File: src/hdl/rsamx_pkg.sv
// Shared types and constants for the modular exponentiation engine.
// No dependencies; imported by every module of the block.
`timescale 1ns / 1ps

package rsamx_pkg;

    localparam int WORD_W   = 16;   // modulus, exponent and residue width
    localparam int CFG_IDX_W = 2;
    localparam int LOW_BYTE_W = 8;

    typedef logic [WORD_W-1:0] word_t;

    // input command codes
    localparam logic CMD_ENCRYPT = 1'b0;
    localparam logic CMD_DECRYPT = 1'b1;

    // configuration register indexes
    localparam logic [CFG_IDX_W-1:0] REG_MODULUS     = 2'd0;
    localparam logic [CFG_IDX_W-1:0] REG_PUBLIC_EXP  = 2'd1;
    localparam logic [CFG_IDX_W-1:0] REG_PRIVATE_EXP = 2'd2;

    typedef enum logic [2:0] {
        ST_IDLE,
        ST_REDUCE,
        ST_SQUARE,
        ST_MULT,
        ST_DONE
    } seq_state_t;

    // request to the serial modular multiplier
    typedef struct packed {
        logic  start;
        logic  wide;    // scan the full multiplier word, else its low WORD_W bits
        word_t a;       // multiplicand, below the modulus
    } mm_req_t;

    typedef struct packed {
        logic  done;
        word_t result;
    } mm_rsp_t;

endpackage

File: src/hdl/rsamx_modmul.sv
// Bit-serial interleaved modular multiplier: (a * x) mod m, one bit of x per cycle.
// Depends on rsamx_pkg.
`timescale 1ns / 1ps

module rsamx_modmul #(
    parameter int X_W = 16
) (
    input  logic                   aclk,
    input  logic                   aresetn,
    input  rsamx_pkg::mm_req_t     req_i,
    input  logic [X_W-1:0]         x_i,
    input  rsamx_pkg::word_t       modulus_i,
    output rsamx_pkg::mm_rsp_t     rsp_o
);
    import rsamx_pkg::*;

    localparam int CNT_W = $clog2(X_W + 1);
    localparam int T_W   = WORD_W + 2;

    word_t            r_reg, r_next;
    word_t            a_reg, a_next;
    logic [X_W-1:0]   x_reg, x_next;
    logic [CNT_W-1:0] cnt_reg, cnt_next;
    logic             busy_reg, busy_next;
    logic             done_reg, done_next;

    logic [T_W-1:0] t_sum;
    logic [T_W-1:0] m1;
    logic [T_W-1:0] m2;
    logic [T_W-1:0] t_red;

    assign m1 = {2'b00, modulus_i};
    assign m2 = {1'b0, modulus_i, 1'b0};

    // r stays below m, so 2r + a < 3m: one subtraction of 2m or m suffices
    always_comb begin
        t_sum = {1'b0, r_reg, 1'b0} + (x_reg[X_W-1] ? {2'b00, a_reg} : '0);
        if (t_sum >= m2) begin
            t_red = t_sum - m2;
        end else if (t_sum >= m1) begin
            t_red = t_sum - m1;
        end else begin
            t_red = t_sum;
        end
    end

    always_comb begin
        r_next    = r_reg;
        a_next    = a_reg;
        x_next    = x_reg;
        cnt_next  = cnt_reg;
        busy_next = busy_reg;
        done_next = 1'b0;
        if (req_i.start) begin
            r_next    = '0;
            a_next    = req_i.a;
            busy_next = 1'b1;
            if (req_i.wide) begin
                x_next   = x_i;
                cnt_next = CNT_W'(X_W);
            end else begin
                // left-align the narrow operand so its MSB is scanned first
                x_next   = X_W'(x_i[WORD_W-1:0]) << (X_W - WORD_W);
                cnt_next = CNT_W'(WORD_W);
            end
        end else if (busy_reg) begin
            r_next   = t_red[WORD_W-1:0];
            x_next   = x_reg << 1;
            cnt_next = cnt_reg - 1'b1;
            if (cnt_reg == CNT_W'(1)) begin
                busy_next = 1'b0;
                done_next = 1'b1;
            end
        end
    end

    always_ff @(posedge aclk) begin
        if (!aresetn) begin
            busy_reg <= 1'b0;
            done_reg <= 1'b0;
            cnt_reg  <= '0;
        end else begin
            busy_reg <= busy_next;
            done_reg <= done_next;
            cnt_reg  <= cnt_next;
        end
        r_reg <= r_next;
        a_reg <= a_next;
        x_reg <= x_next;
    end

    assign rsp_o.done   = done_reg;
    assign rsp_o.result = r_reg;

endmodule

File: src/hdl/rsamx_seq.sv
// Square-and-multiply sequencer: walks the exponent MSB first and issues
// operations to the serial multiplier. Depends on rsamx_pkg.
`timescale 1ns / 1ps

module rsamx_seq #(
    parameter int X_W = 16
) (
    input  logic                   aclk,
    input  logic                   aresetn,
    input  logic                   start_i,
    input  logic                   cmd_i,
    input  logic [X_W-1:0]         value_i,
    input  rsamx_pkg::word_t       exponent_i,
    input  rsamx_pkg::word_t       modulus_i,
    output logic                   idle_o,
    output logic                   res_valid_o,
    input  logic                   res_ready_i,
    output rsamx_pkg::word_t       result_o,
    output rsamx_pkg::mm_req_t     mm_req_o,
    output logic [X_W-1:0]         mm_x_o,
    input  rsamx_pkg::mm_rsp_t     mm_rsp_i
);
    import rsamx_pkg::*;

    localparam int BIT_W = $clog2(WORD_W);

    seq_state_t       state_reg, state_next;
    logic             cmd_reg, cmd_next;
    word_t            exp_reg, exp_next;
    word_t            base_reg, base_next;
    word_t            acc_reg, acc_next;
    logic [BIT_W-1:0] bit_reg, bit_next;

    logic trivial;
    logic last_bit;

    // zero exponent gives 1; modulus of zero or one gives 0
    assign trivial  = (exponent_i == '0) || (modulus_i[WORD_W-1:1] == '0);
    assign last_bit = (bit_reg == BIT_W'(WORD_W - 1));

    always_comb begin
        state_next = state_reg;
        unique case (state_reg)
            ST_IDLE: begin
                if (start_i) begin
                    state_next = trivial ? ST_DONE : ST_REDUCE;
                end
            end
            ST_REDUCE: begin
                if (mm_rsp_i.done) begin
                    state_next = ST_SQUARE;
                end
            end
            ST_SQUARE: begin
                if (mm_rsp_i.done) begin
                    if (exp_reg[WORD_W-1]) begin
                        state_next = ST_MULT;
                    end else begin
                        state_next = last_bit ? ST_DONE : ST_SQUARE;
                    end
                end
            end
            ST_MULT: begin
                if (mm_rsp_i.done) begin
                    state_next = last_bit ? ST_DONE : ST_SQUARE;
                end
            end
            ST_DONE: begin
                if (res_ready_i) begin
                    state_next = ST_IDLE;
                end
            end
            default: state_next = ST_IDLE;
        endcase
    end

    always_comb begin
        cmd_next  = cmd_reg;
        exp_next  = exp_reg;
        base_next = base_reg;
        acc_next  = acc_reg;
        bit_next  = bit_reg;
        mm_req_o  = '0;
        mm_x_o    = '0;
        unique case (state_reg)
            ST_IDLE: begin
                if (start_i) begin
                    cmd_next = cmd_i;
                    exp_next = exponent_i;
                    bit_next = '0;
                    if (exponent_i == '0) begin
                        acc_next = word_t'(1);
                    end else if (trivial) begin
                        acc_next = '0;
                    end else begin
                        // base mod m as 1 * value, scanning every value bit
                        mm_req_o.start = 1'b1;
                        mm_req_o.wide  = 1'b1;
                        mm_req_o.a     = word_t'(1);
                        mm_x_o         = value_i;
                    end
                end
            end
            ST_REDUCE: begin
                if (mm_rsp_i.done) begin
                    base_next      = mm_rsp_i.result;
                    acc_next       = word_t'(1);
                    mm_req_o.start = 1'b1;
                    mm_req_o.a     = word_t'(1);
                    mm_x_o         = X_W'(1);
                end
            end
            ST_SQUARE: begin
                if (mm_rsp_i.done) begin
                    acc_next = mm_rsp_i.result;
                    if (exp_reg[WORD_W-1]) begin
                        mm_req_o.start = 1'b1;
                        mm_req_o.a     = base_reg;
                        mm_x_o         = X_W'(mm_rsp_i.result);
                    end else begin
                        exp_next = exp_reg << 1;
                        bit_next = bit_reg + 1'b1;
                        if (!last_bit) begin
                            mm_req_o.start = 1'b1;
                            mm_req_o.a     = mm_rsp_i.result;
                            mm_x_o         = X_W'(mm_rsp_i.result);
                        end
                    end
                end
            end
            ST_MULT: begin
                if (mm_rsp_i.done) begin
                    acc_next = mm_rsp_i.result;
                    exp_next = exp_reg << 1;
                    bit_next = bit_reg + 1'b1;
                    if (!last_bit) begin
                        mm_req_o.start = 1'b1;
                        mm_req_o.a     = mm_rsp_i.result;
                        mm_x_o         = X_W'(mm_rsp_i.result);
                    end
                end
            end
            ST_DONE: begin
            end
            default: begin
            end
        endcase
    end

    always_ff @(posedge aclk) begin
        if (!aresetn) begin
            state_reg <= ST_IDLE;
        end else begin
            state_reg <= state_next;
        end
        cmd_reg  <= cmd_next;
        exp_reg  <= exp_next;
        base_reg <= base_next;
        acc_reg  <= acc_next;
        bit_reg  <= bit_next;
    end

    assign idle_o      = (state_reg == ST_IDLE);
    assign res_valid_o = (state_reg == ST_DONE);
    // decrypt keeps only the low byte of the residue
    assign result_o    = (cmd_reg == CMD_DECRYPT)
                         ? word_t'(acc_reg[LOW_BYTE_W-1:0]) : acc_reg;

endmodule

File: src/hdl/rsa_modexp_cipher.sv
// Modular exponentiation engine: value^e mod n, bit-serial square-and-multiply.
// The value is first reduced mod n; then each of the 16 exponent bits takes a square,
// plus a multiply when the bit is set. Zero exponent or modulus <= 1 skips the multiplier.
// One item at a time; each square or multiply is a serial multiplier pass plus a handoff,
// and s_axis_tready returns as the result enters the output register.
// Reset (aresetn, synchronous, low): modulus 2, both exponents 1, engine idle.
`timescale 1ns / 1ps

module rsa_modexp_cipher #(
    parameter int VALUE_BITS = 16
) (
    input  logic                                  aclk,
    input  logic                                  aresetn,
    input  logic                                  cfg_wr_en,
    input  logic [rsamx_pkg::CFG_IDX_W-1:0]       cfg_index,
    input  rsamx_pkg::word_t                      cfg_wdata,
    input  logic                                  s_axis_tvalid,
    output logic                                  s_axis_tready,
    input  logic [((VALUE_BITS+7)/8)*8-1:0]       s_axis_tdata,  // value
    input  logic [0:0]                            s_axis_tuser,  // cmd
    output logic                                  m_axis_tvalid,
    input  logic                                  m_axis_tready,
    output rsamx_pkg::word_t                      m_axis_tdata   // result_value
);
    import rsamx_pkg::*;

    localparam int X_W = (VALUE_BITS > WORD_W) ? VALUE_BITS : WORD_W;

    word_t modulus_reg, modulus_next;
    word_t pub_exp_reg, pub_exp_next;
    word_t priv_exp_reg, priv_exp_next;
    logic  m_valid_reg, m_valid_next;
    word_t m_data_reg, m_data_next;

    logic           seq_start;
    logic           seq_idle;
    logic           res_valid;
    logic           res_load;
    word_t          res_value;
    word_t          exponent;
    logic [X_W-1:0] value_ext;
    mm_req_t        mm_req;
    mm_rsp_t        mm_rsp;
    logic [X_W-1:0] mm_x;

    always_comb begin
        modulus_next  = modulus_reg;
        pub_exp_next  = pub_exp_reg;
        priv_exp_next = priv_exp_reg;
        if (cfg_wr_en) begin
            unique case (cfg_index)
                REG_MODULUS:     modulus_next  = cfg_wdata;
                REG_PUBLIC_EXP:  pub_exp_next  = cfg_wdata;
                REG_PRIVATE_EXP: priv_exp_next = cfg_wdata;
                default: begin
                end
            endcase
        end
    end

    assign s_axis_tready = seq_idle;
    assign seq_start     = s_axis_tvalid && s_axis_tready;
    assign exponent      = (s_axis_tuser[0] == CMD_DECRYPT) ? priv_exp_reg : pub_exp_reg;
    assign value_ext     = X_W'(s_axis_tdata[VALUE_BITS-1:0]);

    // output register: result waits here while the engine takes the next transfer
    assign res_load = res_valid && (!m_valid_reg || m_axis_tready);

    always_comb begin
        m_data_next  = m_data_reg;
        m_valid_next = m_valid_reg;
        if (res_load) begin
            m_data_next  = res_value;
            m_valid_next = 1'b1;
        end else if (m_axis_tready) begin
            m_valid_next = 1'b0;
        end
    end

    always_ff @(posedge aclk) begin
        if (!aresetn) begin
            modulus_reg  <= word_t'(2);
            pub_exp_reg  <= word_t'(1);
            priv_exp_reg <= word_t'(1);
            m_valid_reg  <= 1'b0;
        end else begin
            modulus_reg  <= modulus_next;
            pub_exp_reg  <= pub_exp_next;
            priv_exp_reg <= priv_exp_next;
            m_valid_reg  <= m_valid_next;
        end
        m_data_reg <= m_data_next;
    end

    assign m_axis_tvalid = m_valid_reg;
    assign m_axis_tdata  = m_data_reg;

    rsamx_seq #(
        .X_W(X_W)
    ) u_seq (
        .aclk       (aclk),
        .aresetn    (aresetn),
        .start_i    (seq_start),
        .cmd_i      (s_axis_tuser[0]),
        .value_i    (value_ext),
        .exponent_i (exponent),
        .modulus_i  (modulus_reg),
        .idle_o     (seq_idle),
        .res_valid_o(res_valid),
        .res_ready_i(res_load),
        .result_o   (res_value),
        .mm_req_o   (mm_req),
        .mm_x_o     (mm_x),
        .mm_rsp_i   (mm_rsp)
    );

    rsamx_modmul #(
        .X_W(X_W)
    ) u_modmul (
        .aclk     (aclk),
        .aresetn  (aresetn),
        .req_i    (mm_req),
        .x_i      (mm_x),
        .modulus_i(modulus_reg),
        .rsp_o    (mm_rsp)
    );

endmodule
File: config.mk
export PLATFORM = sky130hd
export DESIGN_NAME = rsa_modexp_cipher
export DESIGN_NICKNAME = d
export VERILOG_FILES = /design/src/hdl/rsamx_pkg.sv /design/src/hdl/rsamx_modmul.sv /design/src/hdl/rsamx_seq.sv /design/src/hdl/rsa_modexp_cipher.sv
export SDC_FILE = /design/constraint.sdc
export NUM_CORES = 1
export LEC_CHECK = 0
export ABC_AREA = 1
export CORE_AREA = 2 2 167 210
export DETAILED_ROUTE_END_ITERATION = 6
export DIE_AREA = 0 0 169 212
export DONT_BUFFER_PORTS = 1
export SETUP_SLACK_MARGIN = 0.1
export SLEW_MARGIN = 30
export SYNTH_ARGS = -nofsm -noshare
export SYNTH_HDL_FRONTEND = slang
export SYNTH_SLANG_ARGS = --single-unit
File: constraint.sdc
create_clock -name aclk -period 4.1 [get_ports aclk]
set_clock_uncertainty 0.1 [all_clocks]
set_input_delay 1.23 -clock aclk [delete_from_list [all_inputs] [get_ports aclk]]
set_output_delay 1.23 -clock aclk [all_outputs]
set_load 0.005 [all_outputs]
==> results.json <==
{
  "cts.path.max_buffers": 2,
  "layout_worst_path_cycle_share_pct": 92.17,
  "routed_wire_per_std_cell_um": 16.28,
  "number_of_inserted_diodes": 0,
  "vias_per_cell": 4.948,
  "nFillCells": 3546,
  "timing_worst_slew_pin_value_ns": 0.7578,
  "path_clk_slew_ns": 0.07,
  "report.final.slew_viol_count": 0,
  "worst_r2r_startpoint": "u_modmul.x_reg[15]$_DFFE_PP_",
  "cp_num_buf_inv": 7,
  "ys_warn_count": 0,
  "outcome": "completed",
  "total_power_mw": 9.636,
  "ir_worst_vdd_uv": 355.3,
  "start_util_pct": 30.40,
  "max_slew_margin_pct": 49.43,
  "clock_tree.root_cell": "clkbuf_16",
  "layout-area-overhead-vs-synth_pct": 17.49,
  "fin_worst_hold_slack_ns": 0.3188,
  "total_nets_after_synthesis": 1429,
  "drive_above_1_share_pct": 15.11,
  "critPathLaunch": "u_modmul.x_reg[15]$_DFFE_PP_",
  "capturing_element_type_of_the_critical_path": "flip-flop",
  "gr-total-overflow": 0,
  "ys_seq_elements": 176,
  "tritoncts.num_buffers": 17,
  "core_area_um2": 34040,
  "mostFrequentLayoutCells": "nand2_1, inv_1, nor2_1",
  "totalWireLength_mm": 29.50,
  "routability_congestion": 0.9275,
  "dpl.hpwl_mm": 22.46,
  "drt-pass1-iter-count": 5,
  "grt_pass1_wl_mm": 46.18,
  "drc_errors": 0,
  "power_density_nw_per_um2": 792.6,
  "grt_start_max_net_pins": 51,
  "fmaxAchievable_mhz": 264.6,
  "cp_slowest_cell": "edfxtp_1",
  "nNetsFinal": 1463,
  "timing.critical_path.cells": "buf_2 > buf_4 > nand2_1 > inv_1 > ha_1 > a21oi_2 > inv_1 > a21oi_2 > nand2_2 > xor2_2 > inv_2 > ha_4 > nand2_1 > inv_2 > nand2_1 > nor3_2 > nand4_1 > nand3_2 > nand2_2 > nand2_4 > buf_6 > a21oi_1 > a21oi_2",
  "count_of_flip_flops_with_a_built_in_enable_after_synthesis": 101,
  "finalSetupViolCount": 0,
  "mappedNetlistArea_um2": 10350,
  "grt_pass1_vias": 8683,
  "critPathArrivalTime_ns": 4.06,
  "fin_tns_setup_ns": 0,
  "tritoncts": "built",
  "max_stage_delay_ns": 0.41,
  "fin_util_pct": 35.71,
  "critical_path.max_fanout": 9,
  "syn-instance-count": 1336,
  "io_pins": 58,
  "number_of_placed_instances_taps_included": 1774,
  "die_x_um": 169,
  "area_of_the_multi_input_gates_um2": 5261,
  "critical_path.startpoint_type": "flip-flop",
  "hold_path.class": "flip-flop to flip-flop",
  "placement.io_buffers": 0,
  "vias": 8966,
  "synth_top_flop_cell": "edfxtp_1",
  "fraction_of_the_yosys_area_taken_by_sequential_cells_pct": 43.82,
  "track_usage_pct": 16.42,
  "most_frequent_standard_cell_in_the_layout_excluding_fill_and_tap_cells": "nand2_1",
  "antenna_found_initial": 0,
  "final-hold-violation-count": 0,
  "die_area_um2": 35830,
  "drt.antenna.violating_nets": 0,
  "maxCapViolations": 0,
  "clkSinkCount": 176,
  "async_reset_ff_share_pct": 0,
  "synth.avg_cell_area_um2": 7.745,
  "timing.setup.critical_path_class": "flip-flop to flip-flop",
  "synth_cell_types": 46,
  "die_y_um": 212,
  "maximum_level_of_the_cts_h_tree": 4,
  "grt_setup_unrepaired": "false",
  "placement_rows": 76,
  "worst-endpoint-required_ns": 4.38,
  "cp_top_family": "simple AND/OR/NAND/NOR gates",
  "timing.final.crit_period_ns": 3.779,
  "leakage_nw": 5.185,
  "stdcell_count": 1812,
  "holdCritStartpoint": "u_seq.acc_reg[6]$_DFFE_PP_",
  "regArea_um2": 4534,
  "drt-initial-drc-count": 590,
  "clk-insertion-delay-late_ns": 0.45
}
==> what timing repair did <==
item | CTS | global route
gates cloned | 0 | 0
buffers inserted | 3 | 3
resized for setup | 8 | 81
pin swaps | 0 | 14
hold buffers | 0 | 0
endpoints found under the setup margin | 16 | 16
==> worst reg2reg max path: cells and delay by family, from the launching register on <==
kind | cells | cell delay [ns]
xor gates and xnor gates | 1 | 0.25
buffers and inverters | 7 | 0.77
adders and majority gates | 2 | 0.62
AOI/OAI and AO/OA | 4 | 0.60
and+or+nand+nor | 9 | 0.96
DFF | 1 | 0.41
==> worst paths after layout <==
check | end | slack (ns) | depth (start not counted)
worst min register to register | m_axis_tdata[6]$_DFFE_PP_ | 0.32 | 0
worst min-delay path | m_axis_tdata[6]$_DFFE_PP_ | 0.32 | 0
worst max-delay path | u_modmul.r_reg[11]$_SDFFE_PP0P_ | 0.32 | 23
worst max register to register | u_modmul.r_reg[11]$_SDFFE_PP0P_ | 0.32 | 23
==> synth_stat cells, types with 13 or more instances <==
| cell type | instances | area share [%] |
|---|---|---|
| xor2_1 | 20 | 1.7 |
| nand2_1 | 299 | 11 |
| a21oi_2 | 13 | 1.1 |
| a21oi_1 | 107 | 5.2 |
| buf_2 | 13 | 0.63 |
| clkbuf_1 | 29 | 1.1 |
| nand3_1 | 75 | 3.6 |
| inv_1 | 190 | 6.9 |
| ha_1 | 50 | 6.0 |
| o21ai_0 | 113 | 5.5 |
| o22ai_1 | 15 | 0.91 |
| nand4_1 | 25 | 1.5 |
| edfxtp_1 | 101 | 29 |
| dfxtp_1 | 75 | 15 |
| o21ai_2 | 13 | 1.1 |
| nor2_1 | 123 | 4.5 |
==> cells by family after synthesis <==
family | Yosys count | synth area share [%]
fa+ha+maj | 53 | 6.626
compound gates | 280 | 15.09
simple gates | 555 | 22.50
xor+xnor | 31 | 2.624
buf+inv | 241 | 9.335
flops | 176 | 43.82
==> through the flow <==
step           instance area (µm²)  worst slack, ns
2_1_floorplan                10350           0.1587
3_3_place_gp                 11080         0.003171
3_5_place_dp                 11080         0.009516
4_1_cts                      11740           0.1146
5_1_grt                      12160          0.07393
6_report                     12160           0.3209
==> final cells by class <==
| type | instances | share of cell area [%] |
|---|---|---|
| multi-input cells | 919 | 43.28 |
| flip-flops and latches | 176 | 37.30 |
| inverters | 194 | 6.093 |
| well taps | 429 | 4.415 |
| repair buffers | 62 | 3.932 |
| clock buffers | 17 | 3.499 |
| clock inverters | 15 | 1.482 |
==> routing by layer <==
metal | up-vias | track usage [%] | part of all wire [%]
met5 | - | 0 | 0
met4 | 0 | 5.629 | 2.6
met3 | 43 | 2.681 | 5.0
met2 | 244 | 28.35 | 49
met1 | 4184 | 20.83 | 44
li1 | 4495 | - | -
==> report_power, final <==
part / switching [mW] / internal, mW
sequential: 0.142 / 2.13
clock: 0.834 / 0.852
combinational: 3.48 / 2.20
total: 4.45 / 5.18
No activity file was read; power rests on OpenSTA's default activity.
